--- src/rtl/core/dctq_pkg.sv ---
`timescale 1ns / 1ps
// ----------------------------------------------------------------------------
// dctq_pkg: shared types and constants for the delta clock timer queue
// Item layouts for the command and result channels, result and kind codes,
// and the layout of one stored timer entry.
// ----------------------------------------------------------------------------
package dctq_pkg;

  localparam int DELAY_BITS  = 16;
  localparam int HANDLE_BITS = 8;
  localparam int PEND_BITS   = 7;
  localparam int CODE_BITS   = 2;
  // one extra bit so a decremented top delta can go below zero
  localparam int DELTA_W     = DELAY_BITS + 1;

  // command kinds
  localparam logic KIND_INSERT = 1'b0;
  localparam logic KIND_TICK   = 1'b1;

  // result codes
  localparam logic [CODE_BITS-1:0] RES_ACCEPT  = 2'd0;
  localparam logic [CODE_BITS-1:0] RES_FULL    = 2'd1;
  localparam logic [CODE_BITS-1:0] RES_EXPIRED = 2'd2;

  typedef struct packed {
    logic                   kind;
    logic [DELAY_BITS-1:0]  delay;
    logic [HANDLE_BITS-1:0] handle;
  } in_item_t;

  typedef struct packed {
    logic [CODE_BITS-1:0]   result_code;
    logic [HANDLE_BITS-1:0] expired_handle;
    logic [PEND_BITS-1:0]   pending;
    logic                   last;
  } out_item_t;

  // one timer list entry as held in the entry memory
  typedef struct packed {
    logic [DELTA_W-1:0]     delta;
    logic [HANDLE_BITS-1:0] handle;
  } ent_t;

endpackage

--- src/rtl/core/delta_clock_timer_queue_top.sv ---
`timescale 1ns / 1ps
// ----------------------------------------------------------------------------
// delta_clock_timer_queue_top: sorted delta-time timer list
// Entries hold the ticks after the entry just ahead of them; the soonest
// entry sits in slot count-1. One sequencer walks the list entry by entry.
//
//   channel  | signals               | direction | handshake
//   ---------+-----------------------+-----------+---------------------------
//   command  | start, busy, cmd      | in        | taken when start & !busy
//   result   | rsp_valid, rsp        | out       | one-cycle strobe, no stall
//
// Insert: one memory read-compare step per entry passed or stopped at, then
// the final write; a full list is answered from idle without a walk. Tick:
// one step per expired entry. The walk is paced by the single-port read of
// the entry memory. Reset clears the state, count and flags; the memory
// needs no clearing. Results come out as strobes the receiver must take.
// ----------------------------------------------------------------------------
module delta_clock_timer_queue_top #(
  parameter int DEPTH = 64
) (
  input  logic                clk,
  input  logic                rst,
  input  logic                start,
  output logic                busy,
  input  dctq_pkg::in_item_t  cmd,
  output logic                rsp_valid,
  output dctq_pkg::out_item_t rsp
);
  import dctq_pkg::*;

  localparam int AW = (DEPTH > 1) ? $clog2(DEPTH) : 1;
  localparam int CW = $clog2(DEPTH + 1);

  typedef enum logic [2:0] {
    ST_IDLE,
    ST_INS_CMP,
    ST_INS_PUT,
    ST_TK_CHK,
    ST_TK_LAST
  } state_t;

  state_t                 state;
  logic [CW-1:0]          count;
  logic [CW-1:0]          idx;
  logic [DELTA_W-1:0]     cur_d;
  logic [HANDLE_BITS-1:0] cur_h;
  logic [HANDLE_BITS-1:0] pend_h;
  logic                   have_pend;
  logic                   first;

  // entry memory, one write and one registered read per cycle
  ent_t                   mem [DEPTH];
  ent_t                   rd_ent;
  logic [AW-1:0]          rd_addr;
  logic                   we;
  logic [AW-1:0]          wr_addr;
  ent_t                   wr_ent;

  // compare/subtract signals for the insert and tick walks
  logic [DELTA_W-1:0]     dval;
  logic                   pops;
  logic                   ins_gt;

  assign busy = (state != ST_IDLE);

  assign dval   = rd_ent.delta - DELTA_W'(first);
  assign pops   = dval[DELTA_W-1] | (dval == '0);
  assign ins_gt = cur_d > rd_ent.delta;

  // memory address and write control
  always_comb begin
    rd_addr = '0;
    we      = 1'b0;
    wr_addr = '0;
    wr_ent  = '0;
    unique case (state)
      ST_IDLE: begin
        // both commands start by reading the top entry
        rd_addr = AW'(count - CW'(1));
      end
      ST_INS_CMP: begin
        if (ins_gt) begin
          // passed entry moves one slot up
          we      = 1'b1;
          wr_addr = AW'(idx);
          wr_ent  = rd_ent;
          rd_addr = AW'(idx - CW'(2));
        end else begin
          // entry just behind the new one has its delta reduced by the new delta
          we            = 1'b1;
          wr_addr       = AW'(idx - CW'(1));
          wr_ent.delta  = rd_ent.delta - cur_d;
          wr_ent.handle = rd_ent.handle;
        end
      end
      ST_INS_PUT: begin
        we            = 1'b1;
        wr_addr       = AW'(idx);
        wr_ent.delta  = cur_d;
        wr_ent.handle = cur_h;
      end
      ST_TK_CHK: begin
        if (pops) begin
          rd_addr = AW'(count - CW'(2));
        end else if (first) begin
          // top not due: store decremented delta
          we            = 1'b1;
          wr_addr       = AW'(count - CW'(1));
          wr_ent.delta  = dval;
          wr_ent.handle = rd_ent.handle;
        end
      end
      ST_TK_LAST: begin
        rd_addr = '0;
      end
      default: begin
        rd_addr = '0;
      end
    endcase
  end

  always_ff @(posedge clk) begin
    if (we) begin
      mem[wr_addr] <= wr_ent;
    end
    rd_ent <= mem[rd_addr];
  end

  // sequencer and result register
  always_ff @(posedge clk) begin
    if (rst) begin
      state     <= ST_IDLE;
      count     <= '0;
      rsp_valid <= 1'b0;
      have_pend <= 1'b0;
      first     <= 1'b0;
    end else begin
      rsp_valid <= 1'b0;
      unique case (state)
        ST_IDLE: begin
          if (start) begin
            if (cmd.kind == KIND_INSERT) begin
              if (count == CW'(DEPTH)) begin
                rsp.result_code    <= RES_FULL;
                rsp.expired_handle <= '0;
                rsp.pending        <= PEND_BITS'(count);
                rsp.last           <= 1'b1;
                rsp_valid          <= 1'b1;
              end else begin
                cur_d <= {1'b0, cmd.delay};
                cur_h <= cmd.handle;
                idx   <= count;
                state <= (count == '0) ? ST_INS_PUT : ST_INS_CMP;
              end
            end else if (count != '0) begin
              first     <= 1'b1;
              have_pend <= 1'b0;
              state     <= ST_TK_CHK;
            end
          end
        end
        ST_INS_CMP: begin
          if (ins_gt) begin
            cur_d <= cur_d - rd_ent.delta;
            idx   <= idx - CW'(1);
            if (idx == CW'(1)) begin
              state <= ST_INS_PUT;
            end
          end else begin
            state <= ST_INS_PUT;
          end
        end
        ST_INS_PUT: begin
          count              <= count + CW'(1);
          rsp.result_code    <= RES_ACCEPT;
          rsp.expired_handle <= '0;
          rsp.pending        <= PEND_BITS'(count + CW'(1));
          rsp.last           <= 1'b1;
          rsp_valid          <= 1'b1;
          state              <= ST_IDLE;
        end
        ST_TK_CHK: begin
          first <= 1'b0;
          // previous pop goes out once we know whether another follows
          if (have_pend) begin
            rsp.result_code    <= RES_EXPIRED;
            rsp.expired_handle <= pend_h;
            rsp.pending        <= PEND_BITS'(count);
            rsp.last           <= ~pops;
            rsp_valid          <= 1'b1;
          end
          if (pops) begin
            pend_h    <= rd_ent.handle;
            have_pend <= 1'b1;
            count     <= count - CW'(1);
            state     <= (count == CW'(1)) ? ST_TK_LAST : ST_TK_CHK;
          end else begin
            state <= ST_IDLE;
          end
        end
        ST_TK_LAST: begin
          rsp.result_code    <= RES_EXPIRED;
          rsp.expired_handle <= pend_h;
          rsp.pending        <= PEND_BITS'(count);
          rsp.last           <= 1'b1;
          rsp_valid          <= 1'b1;
          state              <= ST_IDLE;
        end
        default: begin
          state <= ST_IDLE;
        end
      endcase
    end
  end

endmodule
--- config.mk ---
export PLATFORM = sky130hd
export DESIGN_NAME = delta_clock_timer_queue_top
export DESIGN_NICKNAME = d
export VERILOG_FILES = /design/src/rtl/core/dctq_pkg.sv /design/src/rtl/core/delta_clock_timer_queue_top.sv
export SDC_FILE = /design/constraint.sdc
export NUM_CORES = 2
export LEC_CHECK = 0
export BUFFER_PORTS_ARGS = -buffer_cell sky130_fd_sc_hd__buf_4
export CORE_MARGIN = 2
export CORE_UTILIZATION = 50
export DETAILED_ROUTE_END_ITERATION = 6
export GPL_TIMING_DRIVEN = 0
export PLACE_DENSITY = 0.68
export SYNTH_ARGS = -nofsm -noshare
export SYNTH_HDL_FRONTEND = slang
export SYNTH_SLANG_ARGS = --single-unit
--- constraint.sdc ---
create_clock -name clk -period 7.6 [get_ports clk]
set_input_delay 2.28 -clock clk [delete_from_list [all_inputs] [get_ports clk]]
set_output_delay 2.28 -clock clk [all_outputs]
set_load 0.005 [all_outputs]
Word level (Yosys, flattened, before mapping)
Memories as Yosys holds them, arrays and structs flattened. A register that Yosys moved wholly into a read port is not among the register bits.
Index checks and enable logic that the tools add are counted.
- register bits: 71
- bits in writable memories: 1600
- output and inout bits: 20
- memories kept: 1
- add/sub/neg operators: 8
- $lt $le $gt $ge: 1
- eq/ne operators: 19
- muxes and demuxes: 57
- bitwise gates (word level): 5
- reductions and logical operators: 19
- memories (name ; depth ; width ; read ports ; clocked after memory_dff ; wr ports ; line ; RTL):
    mem ; 64 ; 25 ; 1 ; 1 ; 1 ; delta_clock_timer_queue_top.sv:52 ; ent_t mem [DEPTH];
- operators with widths (operator ; number):
    two-way mux 25 bit ; 3
    case mux 25 bit (3 select lines) ; 1
    two-way mux 18 bit ; 4
    case mux 18 bit (4 select lines) ; 1
    two-way mux 17 bit ; 4
    case mux 6 bit (3 select lines) ; 2
    two-way mux 7 bit ; 5
    case mux 17 bit (2 select lines) ; 1
    subtractor 17 bit ; 2
    two-way mux 6 bit ; 5
    case mux 7 bit (2 select lines) ; 2
    two-way mux 3 bit ; 8
    inequality test 2 bit, second input constant ; 9
    > comparator 17 bit ; 1
    logical NOT 17 bit ; 1
    subtractor 17 x 1 -> 17 bit ; 1
    two-way mux 1 bit ; 15
    equality test 7 x 1 -> 1 bit, second input constant ; 2
    subtractor 7 x 1 -> 7 bit, second input constant ; 2
    AND reduction 6 bit ; 2
    subtractor 6 x 2 -> 6 bit, second input constant ; 2
    AND reduction 5 bit ; 2
    inequality test 3 bit, second input constant ; 3
    case mux 3 bit (3 select lines) ; 1
    other kinds (20) ; 30

Logic depth before layout (Yosys ltp)
- depth in word-level cells: 7
- gate-level depth with buffers: 27
- gate-level depth less buffers: 19

Worst setup path after synthesis
OpenSTA, ideal clock, no wires.
- kind: reg2reg
- start point: register, netlist name rd_ent[8]
- end point: memory mem[0][12] in the netlist's numbering (data pin)
- data arrival time: 5.330 ns
- setup slack: 1.568 ns
- cell stages (with the launch flop): 16
- buffers on the path: 5
- clock period less this slack: 6.032 ns
- cells stage by stage: dfxtp_1 -> inv_1 -> ha_1 -> ha_1 -> or3b_1 -> buf_2 -> a211oi_2 -> o32ai_1 -> nand2_1 -> o21bai_4 -> buf_4 -> or2_1 -> clkbuf_1 -> clkbuf_1 -> clkbuf_1 -> o21ai_0
- RTL lines (what ; line):
    end, declared ; delta_clock_timer_queue_top.sv:52

Worst setup path after layout
- start point: register cur_d[2]
- end point: register, netlist name rd_ent[1]
- longest elaborated chain between the ends: 3
- ends and longest elaborated chain (what ; line ; RTL):
    start, declared ; delta_clock_timer_queue_top.sv:45 ; logic [DELTA_W-1:0] cur_d;
    start signal, assigned ; delta_clock_timer_queue_top.sv:150 ; cur_d <= {1'b0, cmd.delay};
    start signal, assigned ; delta_clock_timer_queue_top.sv:164 ; cur_d <= cur_d - rd_ent.delta;
    > comparator 17 bit ; delta_clock_timer_queue_top.sv:68 ; assign ins_gt = cur_d > rd_ent.delta;
    two-way mux 6 bit ; delta_clock_timer_queue_top.sv:82 ; if (ins_gt) begin
    case mux 6 bit (3 select lines) ; delta_clock_timer_queue_top.sv:76 ; unique case (state)
Every way passes these cells.
A chain may end at the register's enable or synchronous reset.

==> results.txt <==
----------------------------------------------------
[Run status]
  Run status ... complete, but fails checks
  Violations in the final reports ... max-capacitance violations, max-slew violations, negative setup slack

[Floorplanning]
  Total I/O pin count ... 48
  Chip width ... about 380 um
  Initial Utilization ... 50.44%
  Core Area ... 137700 um^2
  Area of the die ... roughly 140000 um^2
  Die H ... 376.7 um
  Rows ... 136

[Timing]
  Setup violations, final ... 1
  Number of max-slew violations in the final report ... 5
  RSZ-0062 raised after global routing ... false
  Number of failing hold endpoints at the final stage ... 0
  Normalized max-slew margin ... -7.613%
  Slew @ Worst Pin ... 1.592 ns
  Worst Hold Margin ... 0.4246 ns
  Post-route setup TNS ... -0.03843 ns
  Final worst slack ... -0.03843 ns
  Share of the clock period used by the worst path after layout ... 100.5%
  Clock skew ... roughly 0.032 ns
  Minimum clock period ... 7.638 ns
  Highest attainable clock frequency ... 0.1309 GHz

[Logic synthesis]
  Number of flops mapped to enable cells by yosys ... 1658
  Synth cell types ... 82
  Post-Synthesis Mean Instance Area ... 14.70 um^2
  Share of flip-flops with an asynchronous set or reset after synthesis ... 0%
  Predominant post-synthesis flop cell ... edfxtp_1
  Post-synth net total ... 4800
  Post-synth top area share ... 71.70%
  Largest cells by area after synthesis ... edfxtp_1 72%, nand2_1 5.2%, mux4_2 3.6%
  Synth Register Bits ... about 1700
  Cell type with the largest total area after synthesis ... edfxtp_1
  Mapped cell area ... around 69000 um^2
  Post-Syn Instances ... 4724
  Warnings, synthesis ... 0
  Post-synthesis sequential area ratio ... 72.79%

[Drt]
  Starting DRC count in detailed routing ... 6976
  Vias per inst ... 6.362
  Wirelength, routed ... 210.7 mm
  1st-pass router iterations ... 6
  Average wire per standard cell ... approximately 30 um
  Count of nets left with antenna violations after detail routing ... 0
  Total number of vias ... 44150
  Residual DRC ... 0

[Critical path]
  Master of the slowest instance on the critical path ... nor4b_1
  FF-to-FF Start ... cur_d[2]
  Start-to-end type of the worst setup path ... reg2reg
  CP startpoint ... cur_d[2]
  Critical path launch point type ... register
  Number of cell instances on the worst register-to-register path ... 24
  Capture point of the critical path ... rd_ent[1]
  Reg-to-reg slack, setup ... -0.04 ns
  Required arrival time at the worst endpoint ... 8.31 ns
  Capturing point of the worst reg2reg path ... rd_ent[1]
  Critical Path Sink Type ... register
  Maximum fanout along the worst path ... 10
  Most frequent cell on the critical path ... buf_4
  Crit path max-delay family ... buffers and inverters
  Largest incremental delay on the critical path ... 1.31 ns
  Crit. path cell count ... 24
  Buffer and inverter count on the worst path ... 10
  Data arrival time of the critical path ... between 8 and 9 ns
  Chain of cells forming the critical path ... inv_1 > ha_1 > o21ai_0 > a21oi_1 > o211ai_1 > a21o_1 > a21o_1 > inv_1 > buf_1 > ha_1 > inv_1 > a21oi_1 > a22oi_1 > o21a_1 > buf_4 > buf_4 > buf_2 > buf_4 > buf_4 > buf_2 > a21oi_1 > nor3_1 > nor4b_1 > and3_1

[Global routing]
  First-pass GRT wire length ... 297.2 mm
  Number of global-route vias before repair ... 41770
  Pin count of the biggest net entering global routing ... 65
  Total grt overflow ... 0
  All-Layer GR Usage ... slightly below 30%
  Initial antenna violation count ... 11

[CTS]
  Clock latency on the worst-skew pair ... 0.82 ns
  Clock tree from TritonCTS ... yes
  Post CTS Setup Buffer Count ... 0
  Buffers from clock root to sink, at most ... 3
  Number of buffers created by CTS ... approximately 170
  Cts-stage hold buffer count ... 0
  Number of H-tree levels ... 4
  Clock root buffer ... clkbuf_16
  Clock input transition at the sequential cells of the worst setup and hold paths ... about 0.060 ns
  Total clock sinks ... 1696

[Power and ir drop]
  Maximum ir drop on the vdd rail ... 0.0002177 V
  Leakage power summed over all cells ... between 20 and 30 nW
  Pwr Density ... ~410 nW/um^2

[Placed design]
  Number of buffers added on ports ... 47
  RePlAce Congestion ... roughly 0.97
  Sum of net half-perimeters after detailed placement ... about 140 mm
  Placement-stage worst setup slack ... -0.08458 ns

[Cells and area]
  Synthesis-to-finish area growth ... 14.31%
  Post-layout utilization of the core ... 57.66%
  Layout Nets ... between 5000 and 6000
  Share of post-route cells with drive strength above 1 ... 14.83%

[Min path]
  Hold/Removal Path Class ... reg2reg

[Flow run]
  Max-cap viol count ... 2

----------------------------------------------------
[cell type report]
cell class,instances,area (um^2)
tap,1794,2245
antenna,1,2.502
clock inverter,90,675.6
timing repair buffer,119,1724
fill,10380,58280
inverter,52,195.2
multi-input combinational,2684,17970
buffer,290,1500
clock buffer,214,4522
sequential,1696,50550
[worst reg2reg max path: cells and delay by family, from the launching register on]
family / cells / cell delay [ns]
compound gates: 9 / 1.94
simple gates: 3 / 1.83
flops: 1 / 0.35
fa+ha+maj: 2 / 0.78
buf+inv: 10 / 2.65
[logic make-up (layout without fill, tap and decap cells)]
family / after synthesis / after routing / synth area share (%)
xor+xnor: 57 / 57 / 0.7189
mux: 313 / 313 / 6.517
fa+ha+maj: 48 / 48 / 0.8865
compound gates: 592 / 592 / 6.023
buf+inv: 344 / 765 / 2.447
flops: 1696 / 1696 / 72.79
simple gates: 1674 / 1674 / 10.62
other cells: 0 / 1 / 0
[synth_stat cells (all sizes together) (8+ instances only)]
| library cell | count |
|---|---|
| ha | 46 |
| o31ai | 9 |
| xor2 | 16 |
| a22oi | 27 |
| mux2i | 199 |
| buf | 193 |
| a31oi | 74 |
| a311oi | 43 |
| and4 | 15 |
| and3 | 64 |
| o21ai | 92 |
| mux4 | 111 |
| inv | 52 |
| a221oi | 28 |
| xnor2 | 41 |
| nand2 | 953 |
| clkbuf | 99 |
| o22ai | 37 |
| and2 | 12 |
| nand3 | 363 |
| a22o | 9 |
| a21oi | 144 |
| nand4 | 17 |
| a2111o | 16 |
| nor3 | 31 |
| a21o | 15 |
| nand2b | 15 |
| nor4b | 8 |
| edfxtp | 1658 |
| o221ai | 29 |
| nor2 | 153 |
| nor4 | 12 |
| dfxtp | 38 |
| o22a | 16 |
| o211ai | 8 |
[registers in the layout (all words and copies together), names as in the netlist]
| signal | cells |
|---|---|
| count | 7 |
| cur_d | 17 |
| cur_h | 8 |
| first | 1 |
| have_pend | 1 |
| idx | 7 |
| mem | 1600 |
| pend_h | 8 |
| rd_ent | 25 |
| rsp | 18 |
| rsp_valid | 1 |
| state | 3 |
[how the worst min path moves through the flow]
stage	startpoint	slack [ns]	endpoint	depth (start not counted)
2_1_floorplan	rd_ent[0]	0.41	pend_h[0]	0
3_3_place_gp	rd_ent[1]	0.42	pend_h[1]	0
3_5_place_dp	rd_ent[6]	0.43	pend_h[6]	0
4_1_cts	rd_ent[2]	0.43	pend_h[2]	0
5_1_grt	rd_ent[1]	0.45	pend_h[1]	0
6_report	rd_ent[2]	0.42	pend_h[2]	0
[per-layer routing]
layer / global-route usage (%) / share of wire [%]
met5: 0 / 0.016
met4: 14.54 / 5.6
met3: 7.179 / 13
met2: 44.03 / 44
met1: 40.80 / 37
[layout by cell type, fill, tap and decap left out, types with 12 or more instances in the layout]
| cell type | Yosys | layout |
|---|---|---|
| a2111o_1 | 16 | 16 |
| buf_12 | 0 | 53 |
| inv_1 | 52 | 52 |
| clkinv_2 | 0 | 24 |
| nand3_1 | 363 | 363 |
| clkinv_1 | 0 | 47 |
| buf_6 | 11 | 13 |
| clkbuf_1 | 99 | 132 |
| o21ai_1 | 18 | 18 |
| o22ai_1 | 37 | 37 |
| mux2i_1 | 199 | 199 |
| buf_4 | 49 | 100 |
| dfxtp_1 | 38 | 38 |
| ha_1 | 46 | 46 |
| mux4_2 | 111 | 111 |
| xnor2_1 | 41 | 41 |
| a311oi_1 | 43 | 43 |
| clkbuf_16 | 0 | 172 |
| and3_1 | 64 | 64 |
| o21ai_0 | 74 | 69 |
| a21o_1 | 15 | 15 |
| nor2_1 | 149 | 86 |
| nand4_1 | 17 | 17 |
| buf_1 | 20 | 18 |
| a31oi_1 | 74 | 74 |
| edfxtp_1 | 1658 | 1658 |
| nand2b_1 | 15 | 15 |
| nand2_1 | 953 | 953 |
| a21oi_1 | 144 | 144 |
| and4_1 | 15 | 15 |
| and2_1 | 12 | 12 |
| nor3_1 | 30 | 29 |
| a221oi_2 | 17 | 17 |
| xor2_1 | 16 | 16 |
| o22a_1 | 16 | 16 |
| a22oi_1 | 27 | 27 |
| nor2_4 | 1 | 60 |
| buf_2 | 113 | 113 |
| o221ai_1 | 29 | 18 |
[repair_timing]
| item | CTS | global route |
|---|---|---|
| resized for setup | 1 | 5 |
| cloned | 0 | 0 |
| setup endpoints to repair | 1 | 18 |
[metrics by stage]
step | cells | cell area, um^2 | power [mW]
floorplan | 4724 | 69440 | 18.58
global placement | 6565 | 72040 | 23.77
detailed placement | 6637 | 74190 | 24.15
CTS | 6941 | 79380 | 32.00
global route | 6939 | 79380 | 33.19
finish | 6940 | 79380 | 32.41
[report_power, final]
| part | switching (mW) | total [mW] | leakage (nW) | internal, mW |
|---|---|---|---|---|
| sequential | 0.188 | 11.5 | 15.6 | 11.3 |
| clock | 3.53 | 7.95 | 2.55 | 4.42 |
| combinational | 9.27 | 13.0 | 9.19 | 3.74 |
(Power assumes the default switching activity.)
